**src/rtl/kapi_pkg.sv**
```systemverilog
package kapi_pkg;

	localparam int unsigned RING_DEPTH_DEF  = 64;
	localparam int unsigned HANDLE_BITS_DEF = 32;
	localparam logic [23:0] TICKS_RESET     = 24'd90000;
	localparam int unsigned QUEUE_DEPTH     = 2;

	// request kind codes as seen on the input port
	localparam logic [2:0] KIND_ADD    = 3'd0;
	localparam logic [2:0] KIND_ALL    = 3'd1;
	localparam logic [2:0] KIND_SINCE  = 3'd2;
	localparam logic [2:0] KIND_RECENT = 3'd3;
	localparam logic [2:0] KIND_CLEAR  = 3'd4;

	// configuration register indexes
	localparam logic [7:0] REG_WINDOW = 8'd0;
	localparam logic [7:0] REG_TICKS  = 8'd1;

	typedef enum logic [2:0] {
		OP_ADD,
		OP_ALL,
		OP_SINCE,
		OP_RECENT,
		OP_CLEAR,
		OP_NONE
	} op_t;

	typedef enum logic [2:0] {
		STAT_OK      = 3'd0,
		STAT_NONKEY  = 3'd1,
		STAT_DROPPED = 3'd2,
		STAT_EMPTY   = 3'd3,
		STAT_CLEARED = 3'd4
	} status_t;

	typedef struct packed {
		op_t         op;
		logic [31:0] handle;
		logic [63:0] pts;
		logic [63:0] dts;
		logic        key;
		logic [63:0] since;
		logic [15:0] recent;
	} cmd_t;

	typedef struct packed {
		logic        valid;
		logic [7:0]  index;
		logic [23:0] data;
	} cfg_wr_t;

	typedef struct packed {
		logic [63:0] pts;
		logic [63:0] dts;
		logic [31:0] seq;
		logic        key;
	} entry_t;

	typedef struct packed {
		status_t     status;
		logic        entry_valid;
		logic [31:0] handle;
		logic [63:0] pts;
		logic [63:0] dts;
		logic [31:0] seq;
		logic        key;
		logic        last;
		logic [6:0]  held;
	} res_t;

endpackage

```
**src/rtl/kapi_front.sv**
```systemverilog
module kapi_front (
	input  logic               clk,
	input  logic               arst_n,
	input  logic               in_valid,
	output logic               in_ready,
	input  logic [2:0]         kind,
	input  logic [31:0]        payload_handle,
	input  logic [63:0]        frame_pts,
	input  logic [63:0]        frame_dts,
	input  logic               is_keyframe,
	input  logic [63:0]        since_pts,
	input  logic [15:0]        recent_seconds,
	output logic               cmd_valid,
	output kapi_pkg::cmd_t     cmd,
	input  logic               cmd_pop
);

	kapi_pkg::cmd_t fifo_q [kapi_pkg::QUEUE_DEPTH];
	logic           wr_ptr_q;
	logic           rd_ptr_q;
	logic [1:0]     cnt_q;
	kapi_pkg::cmd_t cls;
	logic           push;
	logic           pop;

	// classify the request kind
	always_comb begin
		cls.handle = payload_handle;
		cls.pts    = frame_pts;
		cls.dts    = frame_dts;
		cls.key    = is_keyframe;
		cls.since  = since_pts;
		cls.recent = recent_seconds;
		unique case (kind)
			kapi_pkg::KIND_ADD:    cls.op = kapi_pkg::OP_ADD;
			kapi_pkg::KIND_ALL:    cls.op = kapi_pkg::OP_ALL;
			kapi_pkg::KIND_SINCE:  cls.op = kapi_pkg::OP_SINCE;
			kapi_pkg::KIND_RECENT: cls.op = kapi_pkg::OP_RECENT;
			kapi_pkg::KIND_CLEAR:  cls.op = kapi_pkg::OP_CLEAR;
			default:               cls.op = kapi_pkg::OP_NONE;
		endcase
	end

	assign in_ready  = cnt_q != 2'(kapi_pkg::QUEUE_DEPTH);
	assign push      = in_valid && in_ready;
	assign cmd_valid = cnt_q != 2'd0;
	assign pop       = cmd_valid && cmd_pop;
	assign cmd       = fifo_q[rd_ptr_q];

	always_ff @(posedge clk) begin
		if (push) begin
			fifo_q[wr_ptr_q] <= cls;
		end
	end

	always_ff @(posedge clk or negedge arst_n) begin
		if (!arst_n) begin
			wr_ptr_q <= 1'b0;
			rd_ptr_q <= 1'b0;
			cnt_q    <= 2'd0;
		end else begin
			if (push) begin
				wr_ptr_q <= ~wr_ptr_q;
			end
			if (pop) begin
				rd_ptr_q <= ~rd_ptr_q;
			end
			if (push && !pop) begin
				cnt_q <= cnt_q + 2'd1;
			end else if (pop && !push) begin
				cnt_q <= cnt_q - 2'd1;
			end
		end
	end

endmodule

```
**config.mk**
```make
export PLATFORM = sky130hd
export DESIGN_NAME = kapi_front
export DESIGN_NICKNAME = d
export VERILOG_FILES = /design/src/rtl/kapi_pkg.sv /design/src/rtl/kapi_front.sv
export SDC_FILE = /design/constraint.sdc
export NUM_CORES = 1
export LEC_CHECK = 0
export BUFFER_PORTS_ARGS = -buffer_cell sky130_fd_sc_hd__buf_4
export CORE_AREA = 4 4 237 146
export DETAILED_ROUTE_END_ITERATION = 10
export DIE_AREA = 0 0 241 150
export PLACE_DENSITY = 0.84
export SLEW_MARGIN = 30
export SYNTH_ARGS = -nofsm -noshare
export SYNTH_HDL_FRONTEND = slang
export SYNTH_SLANG_ARGS = --single-unit
```
**constraint.sdc**
```tcl
create_clock -name clk -period 18.15 [get_ports clk]
set_input_delay 1.815 -clock clk [delete_from_list [all_inputs] [get_ports clk]]
set_output_delay 1.815 -clock clk [all_outputs]
set_load 0.05 [all_outputs]
```
==> metrics.md, run 1 <==
| Metric | Value |
|---|---|
| Most common cell on crit path | `buf_4` |
| Met2 Use GR | `36.7%` |
| Arrival @ worst endpoint | `3170 ps` |
| First-pass GRT wire length | `57,300 um` |
| Starting Density | `55.8%` |
| Post-Layout Cell Count | `1,760` |
| Critical path, cell by cell | `buf_12 -> buf_4 -> mux2_2 -> buf_4` |
| Max Slew Vio Count | `0` |
| Clock-pin slew on the worst setup and hold paths | `60 ps` |
| Die area | `36,200 um^2` |
| Hold Vio Cnt, Final | `0` |
| Gr busiest metal | `met2` |
| CTS tree | `yes` |
| Met1 Use GR | `25.3%` |
| Sequential area share after synthesis | `82.0%` |
| Proportion of synthesized area in mux cells | `16.3%` |
| Core area | `32,300 um^2` |
| WL per Instance | `22.9 um` |
| Dpl cell area | `22,200 um^2` |
| Final min period | `4980 ps` |
| Drt total wl | `40,300 um` |
| Commonest non-fill, non-tap cell in the layout | `buf_4` |
| Post-synthesis cell area | `18,000 um^2` |
| FF-to-FF Start | `cnt_q[0]` |
| Slew @ Worst Pin | `989 ps` |
| Post-Synth Simple-Gate Area | `0.222%` |
| Worst endpoint required time | `16,330 ps` |
| Pwr dens | `193 nW/um^2` |
| Synth Area in Compound Gates | `0.0417%` |
| Global routing usage on met3 | `7.66%` |
| Routed vias | `9,227` |
| Initial antenna violation count | `4` |
| CTS Buf Count | `43` |
| Setup TNS | `0 ps` |
| Area share of xor/xnor cells in the synthesized design | `0.243%` |
| Critical path type | `reg -> out` |
| Largest fanout on the critical path | `59` |
| IO Port Bufs | `493` |
| Startpoint Class | `flop` |
| Leak | `8.92 nW` |
| R2R depth | `4` |
| Maxcap violations | `0` |
| Syn avg cell area | `23.1 um^2` |
| Share of cells above drive strength 1 | `61.2%` |
| Clk_lat worst skew | `520 ps` |
| Max incr delay on CP | `850 ps` |
| Synthesized-area fraction occupied by adder cells | `0.0695%` |
| H-tree levels | `2` |
| Asr flop ratio synth | `0.813%` |
| Nets | `1,551` |
| Status | `complete, no violations` |
| Netlist cell types | `19` |
| TritonCTS Sinks | `492` |
| DR iter-0 viols | `526` |
| Tot Pwr | `4.53 mW` |
| GRT Resource Usage Total | `21.3%` |
| DP Worst Slack | `13,640 ps` |
| CP Capture Type | `output port` |
| Routed Antenna Nets | `0` |
| IO Count | `494` |
| Vias per cell | `5.24` |
| Max VDD drop | `0.000127 V` |
| Final Core Density | `72.9%` |
| GPL Wtd Cong | `0.793` |
| Most frequent cells in the layout | `buf_4 (500), edfxtp_1 (488), mux2_2 (194)` |
| Clock Root Buffer | `clkbuf_16` |
| DP HPWL | `28,200 um` |
| Placement row count | `51` |
| DR DRC count | `0` |
| Hold WS | `493 ps` |
| Yosys reg bits | `492` |
| Cells after Synth | `780` |
| Cts repair resizes | `0` |
| Vias in the first global route | `9,706` |
| Largest net degree at the start of global routing | `83` |
| Main synth FF type | `edfxtp_1` |
| Fin worst setup slack | `13,170 ps` |
| Dpl cells | `1,681` |
| Skew final | `6.41 ps` |
| Yosys warns | `0` |
| Setup slack, reg-to-reg | `15,270 ps` |
| Period utilisation layout | `27.4%` |
| Achievable Freq | `0.201 GHz` |
| CP max stage cell | `dfrtp_4` |
| RSZ-0062 raised after global routing | `no` |
| Global route total overflow | `0` |
| Setup Buffers After CTS | `0` |
| Area grow syn2layout | `30.7%` |
| Drt first pass iters | `5` |
| CTS Buffer Depth | `3` |
| EDFF count, synth | `488` |
| Crit Reg-Reg Endpoint | `fifo_q[1][101]` |
| Synth Net Count | `1,029` |
| Crit path launch | `rd_ptr_q` |
| Final instance area | `23,500 um^2` |
| Largest family of logic cells by synthesized area | `multiplexers` |
| CP endpoint | `cmd[89]` |
| Final setup fails | `0` |
| Die width | `241 um` |
| Die Ht | `150 um` |
| Normalized max-slew margin | `34.1%` |
| HP Class | `reg -> reg` |
| # hold bufs at CTS | `0` |
==> layout make-up <==
cell class / instances / area, um^2
sequential: 492 / 14800
timing repair buffer: 505 / 3830
clock inverter: 29 / 213
fill: 1881 / 8750
tap: 424 / 531
antenna: 2 / 5.00
inverter: 1 / 3.75
multi-input combinational: 259 / 3050
clock buffer: 48 / 1140
==> synthesized netlist by cell type (2+ instances only) <==
cell type | instances | area (um^2)
edfxtp_1 | 488 | 14700
mux2_2 | 194 | 2180
mux2_4 | 50 | 751
buf_4 | 11 | 82.6
buf_2 | 10 | 50.1
buf_6 | 6 | 67.6
dfrtp_1 | 4 | 100
xnor2_1 | 3 | 26.3
nand2_1 | 2 | 7.51
nor2_1 | 2 | 7.51
xor2_1 | 2 | 17.5
==> metal layers <==
metal	wire, um	vias up
met1	14300	4605
li1	-	4165
met4	1210	4
met3	4000	73
met5	30	-
met2	20800	380
==> how the worst min path moves through the flow <==
stage,slack (ps),from,to,depth (start not counted)
after global routing,510,cnt_q[1],cnt_q[1],1
final,490,cnt_q[1],cnt_q[1],1
after detailed placement,490,cnt_q[1],cnt_q[1],1
after floorplan,460,cnt_q[1],cnt_q[1],1
after global placement,480,cnt_q[1],cnt_q[1],1
after CTS,490,cnt_q[1],cnt_q[1],1
==> kinds of logic (layout without fill, tap and decap cells) <==
logic type,count (synthesis),in the layout
xor+xnor,5,5
compound gates,1,1
mux,244,244
simple gates,8,8
buf+inv,29,583
flops,492,492
fa+ha+maj,1,1
other cells,0,2
==> critical path, delay by kind of cell (launching register included) <==
| family | cells | cell delay [ps] |
|---|---|---|
| buf+inv | 3 | 1250 |
| flops | 1 | 850 |
| mux | 1 | 460 |
==> report_power, final <==
part / internal, mW / switching, mW / total [mW] / leakage, nW
Combinational: 0.656 / 1.37 / 2.03 / 3.67
Sequential: 1.55 / 0.0746 / 1.63 / 4.58
Clock: 0.493 / 0.385 / 0.879 / 0.671
==> sequential cells by signal (all words and copies together) (netlist names) <==
| register | flops |
|---|---|
| fifo_q | 488 |
| wr_ptr_q | 1 |
| cnt_q | 2 |
| rd_ptr_q | 1 |
Note: power is estimated with default switching activity, not from simulation.
==> inputs of run 2 (changes only) <==
CORE_AREA = 4 4 258 159   (was 4 4 237 146)
DIE_AREA = 0 0 262 163   (was 0 0 241 150)
PLACE_DENSITY = 0.75   (was 0.84)
clock period = 4.4 ns   (was 18.15 ns; I/O delays follow)
==> metrics.md, run 2 (synthesis gave the netlist of run 1 again) <==
| Metric | Value |
|---|---|
| CTS Buf Count | `46 (+7.0%)` |
| Core area | `38,600 um^2 (+20%)` |
| Nets | `1,555 (+0.26%)` |
| DR DRC count | `0 (unchanged)` |
| DR iter-0 viols | `485 (-7.8%)` |
| Vias per cell | `4.89 (-6.7%)` |
| Top Metal Used | `met4` |
| Critical path type | `reg -> out` |
| WL per Instance | `20.8 um (-9.3%)` |
| Final min period | `2860 ps` |
| Setup TNS | `0 ps (unchanged)` |
| Largest register FFs | `488 (unchanged)` |
| Hold WS | `76.3 ps (-417 ps)` |
| IO Count | `494 (unchanged)` |
| Worst Hold Path EP | `fifo_q[1][31]` |
| Top Registers | `fifo_q x488, cnt_q x2` |
| R2R depth | `3 (-1)` |
| M1 wire length | `13,800 um (-3.5%)` |
| CP Capture Type | `output port` |
| Clk_lat worst skew | `540 ps (+20 ps)` |
| Normalized max-slew margin | `38.4% (+4.4 points)` |
| Skew final | `13.3 ps (+6.93 ps)` |
| CP delay by family, top | `buffers and inverters` |
| Clock Root Buffer | `clkbuf_16` |
| CTS Buffer Depth | `3 (unchanged)` |
| Largest net degree at the start of global routing | `125 (+51%)` |
| Most frequent cells in the layout | `buf_4 (497), edfxtp_1 (488), mux2_2 (194)` |
| Largest Register | `fifo_q` |
| Startpoint Class | `flop` |
| Vias in the first global route | `9,729 (+0.24%)` |
| Leak | `9.02 nW (+1.1%)` |
| Crit Reg-Reg Endpoint | `fifo_q[1][18]` |
| Maxcap violations | `0 (unchanged)` |
| CTS tree | `yes` |
| IO Port Bufs | `493 (unchanged)` |
| Final setup fails | `0 (unchanged)` |
| Setup Buffers After CTS | `0 (unchanged)` |
| Dpl cell area | `22,400 um^2 (+0.80%)` |
| Hold path start | `since_pts[15]` |
| Tot Pwr | `19.0 mW (+320%)` |
| Achievable Freq | `0.349 GHz` |
| Period utilisation layout | `65.0%` |
| # diodes | `0 (-2)` |
| H-tree levels | `2 (unchanged)` |
| Largest fanout on the critical path | `37 (-37%)` |
| Area grow syn2layout | `32.8%` |
| Critical path, cell by cell | `buf_16 -> buf_4 -> mux2_2 -> buf_4` |
| Routed vias | `9,121 (-1.1%)` |
| CP max stage cell | `dfrtp_4` |
| Routed Antenna Nets | `0 (unchanged)` |
| Commonest non-fill, non-tap cell in the layout | `buf_4` |
| Worst endpoint required time | `3960 ps (-12,370 ps)` |
| CP bufs+invs | `3 (unchanged)` |
| Arrival @ worst endpoint | `2420 ps (-750 ps)` |
| Die width | `262 um (+8.7%)` |
| Max Slew Vio Count | `0 (unchanged)` |
| Global route total overflow | `0 (unchanged)` |
| Final instance area | `23,900 um^2 (+1.6%)` |
| Hold Vio Cnt, Final | `0 (unchanged)` |
| Clock-pin slew on the worst setup and hold paths | `70 ps (about the same)` |
| WHS Path Cells | `1 (unchanged)` |
| FF-to-FF Start | `cnt_q[0]` |
| Max VDD drop | `0.000498 V (+290%)` |
| RSZ-0062 raised after global routing | `no` |
| TritonCTS Sinks | `492 (unchanged)` |
| Final Core Density | `61.9% (-11 points)` |
| Drt total wl | `38,700 um (-4.0%)` |
| First-pass GRT wire length | `56,500 um (-1.4%)` |
| Starting Density | `46.6% (-9.1 points)` |
| Die area | `42,700 um^2 (+18%)` |
| Placement row count | `56 (+9.8%)` |
| Slew @ Worst Pin | `924 ps (-65.7 ps)` |
| Drt first pass iters | `4 (-1)` |
| Pwr dens | `796 nW/um^2 (+310%)` |
| Die Ht | `163 um (+8.7%)` |
| Max incr delay on CP | `650 ps (-200 ps)` |
| Most common cell on crit path | `buf_4` |
| Initial antenna violation count | `1 (-3)` |
| Cts repair resizes | `0 (unchanged)` |
| GPL Wtd Cong | `0.785 (-1.0%)` |
| Share of cells above drive strength 1 | `61.2% (-0.067 points)` |
| DR WL met3 | `3530 um (-12%)` |
| Status | `complete, no violations` |
| # hold bufs at CTS | `1 (+1)` |
| GRT Resource Usage Total | `17.4% (-3.9 points)` |
| DP HPWL | `26,500 um (-6.3%)` |
| Met2 wire length | `20,500 um (-1.4%)` |
| HP Class | `in -> reg` |
| Setup slack, reg-to-reg | `2230 ps (-13,040 ps)` |
run 2: cell types whose count changed in the layout (fill, tap and decap cells not counted), sizes merged:
cell and change:
diode -2, bufinv +3, clkinv -8, clkinvlp +1
inv +3, dlygate4sd3 +1, clkbuf +8
run 2: worst max-delay path by stage:
stage	start	to	slack [ps]	cells after the start
floorplan	cnt_q[0]	fifo_q[0][0]	-350	3
global placement	rd_ptr_q	cmd[51]	1830	3
detailed placement	rd_ptr_q	cmd[51]	1850	3
CTS	rd_ptr_q	cmd[51]	1240	3
global route	rd_ptr_q	cmd[23]	1420	4
finish	rd_ptr_q	cmd[19]	1540	4
run 2: power breakdown:
part / internal [mW] / leakage (nW) / switching (mW)
logic: 2.76 / 3.70 / 5.62
clock network: 2.32 / 0.732 / 1.66
registers: 6.41 / 4.58 / 0.271
run 2: layout make-up:
type,instances,area [um^2]
flip-flops and latches,492,14800
fillers,2735,14700
repair buffers,506,3910
multi-input cells,259,3070
clock buffers,56,1210
well taps,522,653
clock inverters,28,312
inverters,1,3.75
run 2: worst register-to-register path, cell delays in order, from the launching register on:
cell	delay, ps
dfrtp_1	410
nand2b_4	170
and3_4	760
buf_12	410
run 2: stage by stage:
stage	setup slack (ps)	instances
6_report	1540	1864
2_1_floorplan	-353	780
5_1_grt	1420	1864
3_5_place_dp	1850	1778
4_1_cts	1240	1863
3_3_place_gp	1830	1778
run 2: metal layers:
layer / vias up / track usage (%)
li1: 4168 / -
met3: 66 / 5.92
met5: - / 0
met4: 0 / 4.77
met1: 4555 / 20.1
met2: 332 / 31.1
==> inputs of run 3 (changes only) <==
ABC_AREA = 1   (was default)
CORE_AREA = 4 4 245 151   (was 4 4 258 159)
DIE_AREA = 0 0 249 155   (was 0 0 262 163)
PLACE_DENSITY = 0.79   (was 0.75)
clock period = 2.8 ns   (was 4.4 ns; I/O delays follow)
==> metrics.md, run 3 <==
| Metric | Value |
|---|---|
| GPL Wtd Cong | `0.941 (+20%)` |
| Skew final | `17.4 ps (+4.02 ps)` |
| Global route total overflow | `0 (unchanged)` |
| Period utilisation layout | `89.0%` |
| Maxcap violations | `0 (unchanged)` |
| # hold bufs at CTS | `244 (+243)` |
| Status | `complete, no violations` |
| TritonCTS Sinks | `492 (unchanged)` |
| Normalized max-slew margin | `58.1% (+20 points)` |
| Top Registers | `fifo_q x488, cnt_q x2` |
| Critical path, cell by cell | `inv_6 -> buf_12 -> nand2_1 -> nand2_1 -> buf_4` |
| Largest net degree at the start of global routing | `134 (+7.2%)` |
| Largest register FFs | `488 (unchanged)` |
| Hold WS | `44.1 ps (-32.2 ps)` |
| Clk_lat worst skew | `540 ps (about the same)` |
| Synth area leader | `edfxtp_1` |
| IO Count | `494 (unchanged)` |
| Placement row count | `53 (-5.4%)` |
| Main synth FF type | `edfxtp_1` |
| Cts repair resizes | `0 (unchanged)` |
| CTS tree | `yes` |
| Final Core Density | `75.2% (+13 points)` |
| Most frequent cells in the layout | `nand2_1 (740), buf_4 (494), edfxtp_1 (488)` |
| Worst endpoint required time | `2520 ps (-1440 ps)` |
| DR DRC count | `0 (unchanged)` |
| Post-synthesis cell area | `17,900 um^2 (-0.35%)` |
| Vias in the first global route | `13,800 (+42%)` |
| Post-Synth Simple-Gate Area | `15.7% (+15 points)` |
| Largest family of logic cells by synthesized area | `simple AND/OR/NAND/NOR gates` |
| Routed Antenna Nets | `0 (unchanged)` |
| Vias per cell | `5.08 (+3.9%)` |
| Synthesized-area fraction occupied by adder cells | `0.0698% (+0.00025 points)` |
| Initial antenna violation count | `4 (+3)` |
| RSZ-0062 raised after global routing | `no` |
| Netlist cell types | `15 (-4)` |
| Largest fanout on the critical path | `53 (+43%)` |
| DR iter-0 viols | `1,150 (+140%)` |
| Asr flop ratio synth | `0.813% (unchanged)` |
| Final min period | `2490 ps` |
| Top cells by area, synth | `edfxtp_1 (82%), nand2_1 (16%), buf_2 (1.1%)` |
| Achievable Freq | `0.401 GHz` |
| Yosys warns | `0 (unchanged)` |
| Setup Buffers After CTS | `0 (unchanged)` |
| Clock-pin slew on the worst setup and hold paths | `70 ps (about the same)` |
| Yosys reg bits | `492 (unchanged)` |
| Most frequent cell after synthesis | `nand2_1` |
| Hold Vio Cnt, Final | `0 (unchanged)` |
| Drt first pass iters | `5 (+1)` |
| Pwr dens | `1220 nW/um^2 (+54%)` |
| CP max stage cell | `dfrtp_4` |
| First-pass GRT wire length | `78,000 um (+38%)` |
| Drt total wl | `51,900 um (+34%)` |
| Post-Layout Cell Count | `2,550 (+37%)` |
| Area share of xor/xnor cells in the synthesized design | `0.0977% (-0.15 points)` |
| Commonest non-fill, non-tap cell in the layout | `nand2_1` |
| Dpl cells | `2,226 (+25%)` |
| Fill cell instance count of the final layout | `1,894 (-31%)` |
| Cells after Synth | `1,307 (+68%)` |
| Die area | `38,600 um^2 (-9.6%)` |
| Routed vias | `13,000 (+42%)` |
| Nets | `2,298 (+48%)` |
| Area grow syn2layout | `45.4%` |
| Largest Register | `fifo_q` |
| Proportion of synthesized area in mux cells | `0% (-16 points)` |
| CP Capture Type | `output port` |
| DP HPWL | `29,600 um (+12%)` |
| Max Slew Vio Count | `0 (unchanged)` |
| Post-synth top area share | `81.7% (+0.29 points)` |
| Max incr delay on CP | `530 ps (-120 ps)` |
| GRT Resource Usage Total | `26.1% (+8.7 points)` |
| EDFF count, synth | `488 (unchanged)` |
| Leak | `11.0 nW (+23%)` |
| Die Ht | `155 um (-4.9%)` |
| Synth Area in Compound Gates | `0.0419% (+0.00015 points)` |
| Max VDD drop | `0.000995 V (+100%)` |
| IO Port Bufs | `493 (unchanged)` |
| Critical path type | `reg -> out` |
| Syn avg cell area | `13.7 um^2 (-41%)` |
| Most common cell on crit path | `nand2_1` |
| Sequential area share after synthesis | `82.3% (+0.29 points)` |
| List of most frequent post-synthesis cells | `nand2_1 (742), edfxtp_1 (488), buf_2 (38)` |
| Share of cells above drive strength 1 | `27.5% (-34 points)` |
| CTS Buf Count | `44 (-4.3%)` |
| HP Class | `in -> reg` |
| CTS Buffer Depth | `3 (unchanged)` |
| Final setup fails | `0 (unchanged)` |
| Die width | `249 um (-5.0%)` |
| Core area | `34,700 um^2 (-10%)` |
| Startpoint Class | `flop` |
| WL per Instance | `20.4 um (-2.0%)` |
| Slew @ Worst Pin | `628 ps (-296 ps)` |
| H-tree levels | `2 (unchanged)` |
| Synth Net Count | `1,556 (+51%)` |
| Arrival @ worst endpoint | `2210 ps (-210 ps)` |
| Starting Density | `51.7% (+5.1 points)` |
| Clock Root Buffer | `clkbuf_16` |
-- run 3: final timing paths --
kind	from	to	slack [ps]	depth (start not counted)
max	rd_ptr_q	cmd[201]	310	5
min	kind[0]	fifo_q[1][241]	40	2
max reg2reg	cnt_q[0]	fifo_q[0][82]	920	5
min reg2reg	cnt_q[0]	cnt_q[0]	540	1
max in group asynchronous	arst_n	rd_ptr_q	2600	2
min in group asynchronous	arst_n	wr_ptr_q	80	2
-- run 3: final cells by class --
cell class | count | area [um^2] | area share, %
clock inverter | 25 | 234 | 0.897
sequential | 492 | 14800 | 56.6
antenna | 4 | 10.0 | 0.0384
inverter | 8 | 35.0 | 0.134
timing repair buffer | 751 | 6410 | 24.6
clock buffer | 51 | 1150 | 4.40
multi-input combinational | 752 | 2900 | 11.1
tap | 467 | 584 | 2.24
-- run 3: layer usage --
| metal | up-vias | global-route usage [%] | part of all wire (%) |
|---|---|---|---|
| li1 | 5897 | - | - |
| met1 | 6286 | 29.2 | 35 |
| met2 | 657 | 48.3 | 54 |
| met3 | 125 | 7.17 | 8.3 |
| met4 | 0 | 9.10 | 3.4 |
| met5 | - | 0 | 0 |
-- run 3: power by group --
part / internal, mW / leakage (nW) / switching, mW
registers: 10.1 / 4.59 / 0.460
logic: 3.91 / 5.78 / 11.5
clock network: 3.38 / 0.680 / 2.60
-- run 3: logic make-up after synthesis --
logic type / after synthesis
AND/OR/NAND/NOR: 748
AO/OA/AOI/OAI: 1
XOR/XNOR: 2
flip-flops: 492
adder cells (fa/ha/maj): 1
buffers and inverters: 63
-- run 3: per-stage QoR --
| stage | power [mW] | TNS, ps | setup WS [ps] | area [um^2] |
|---|---|---|---|---|
| after floorplan | 20.8 | -918330 | -1890 | 18000 |
| final | 31.9 | 0 | 308 | 26100 |
| after global placement | 25.4 | 0 | 881 | 22200 |
| after detailed placement | 25.6 | 0 | 854 | 22200 |
| after CTS | 31.8 | 0 | 263 | 26100 |
| after global routing | 33.2 | 0 | 178 | 26100 |
-- run 3: critical path: cells and delay by family (launching register included) --
family | cells | cell delay [ps]
buffers and inverters | 3 | 880
AND/OR/NAND/NOR | 2 | 200
flip-flops | 1 | 530
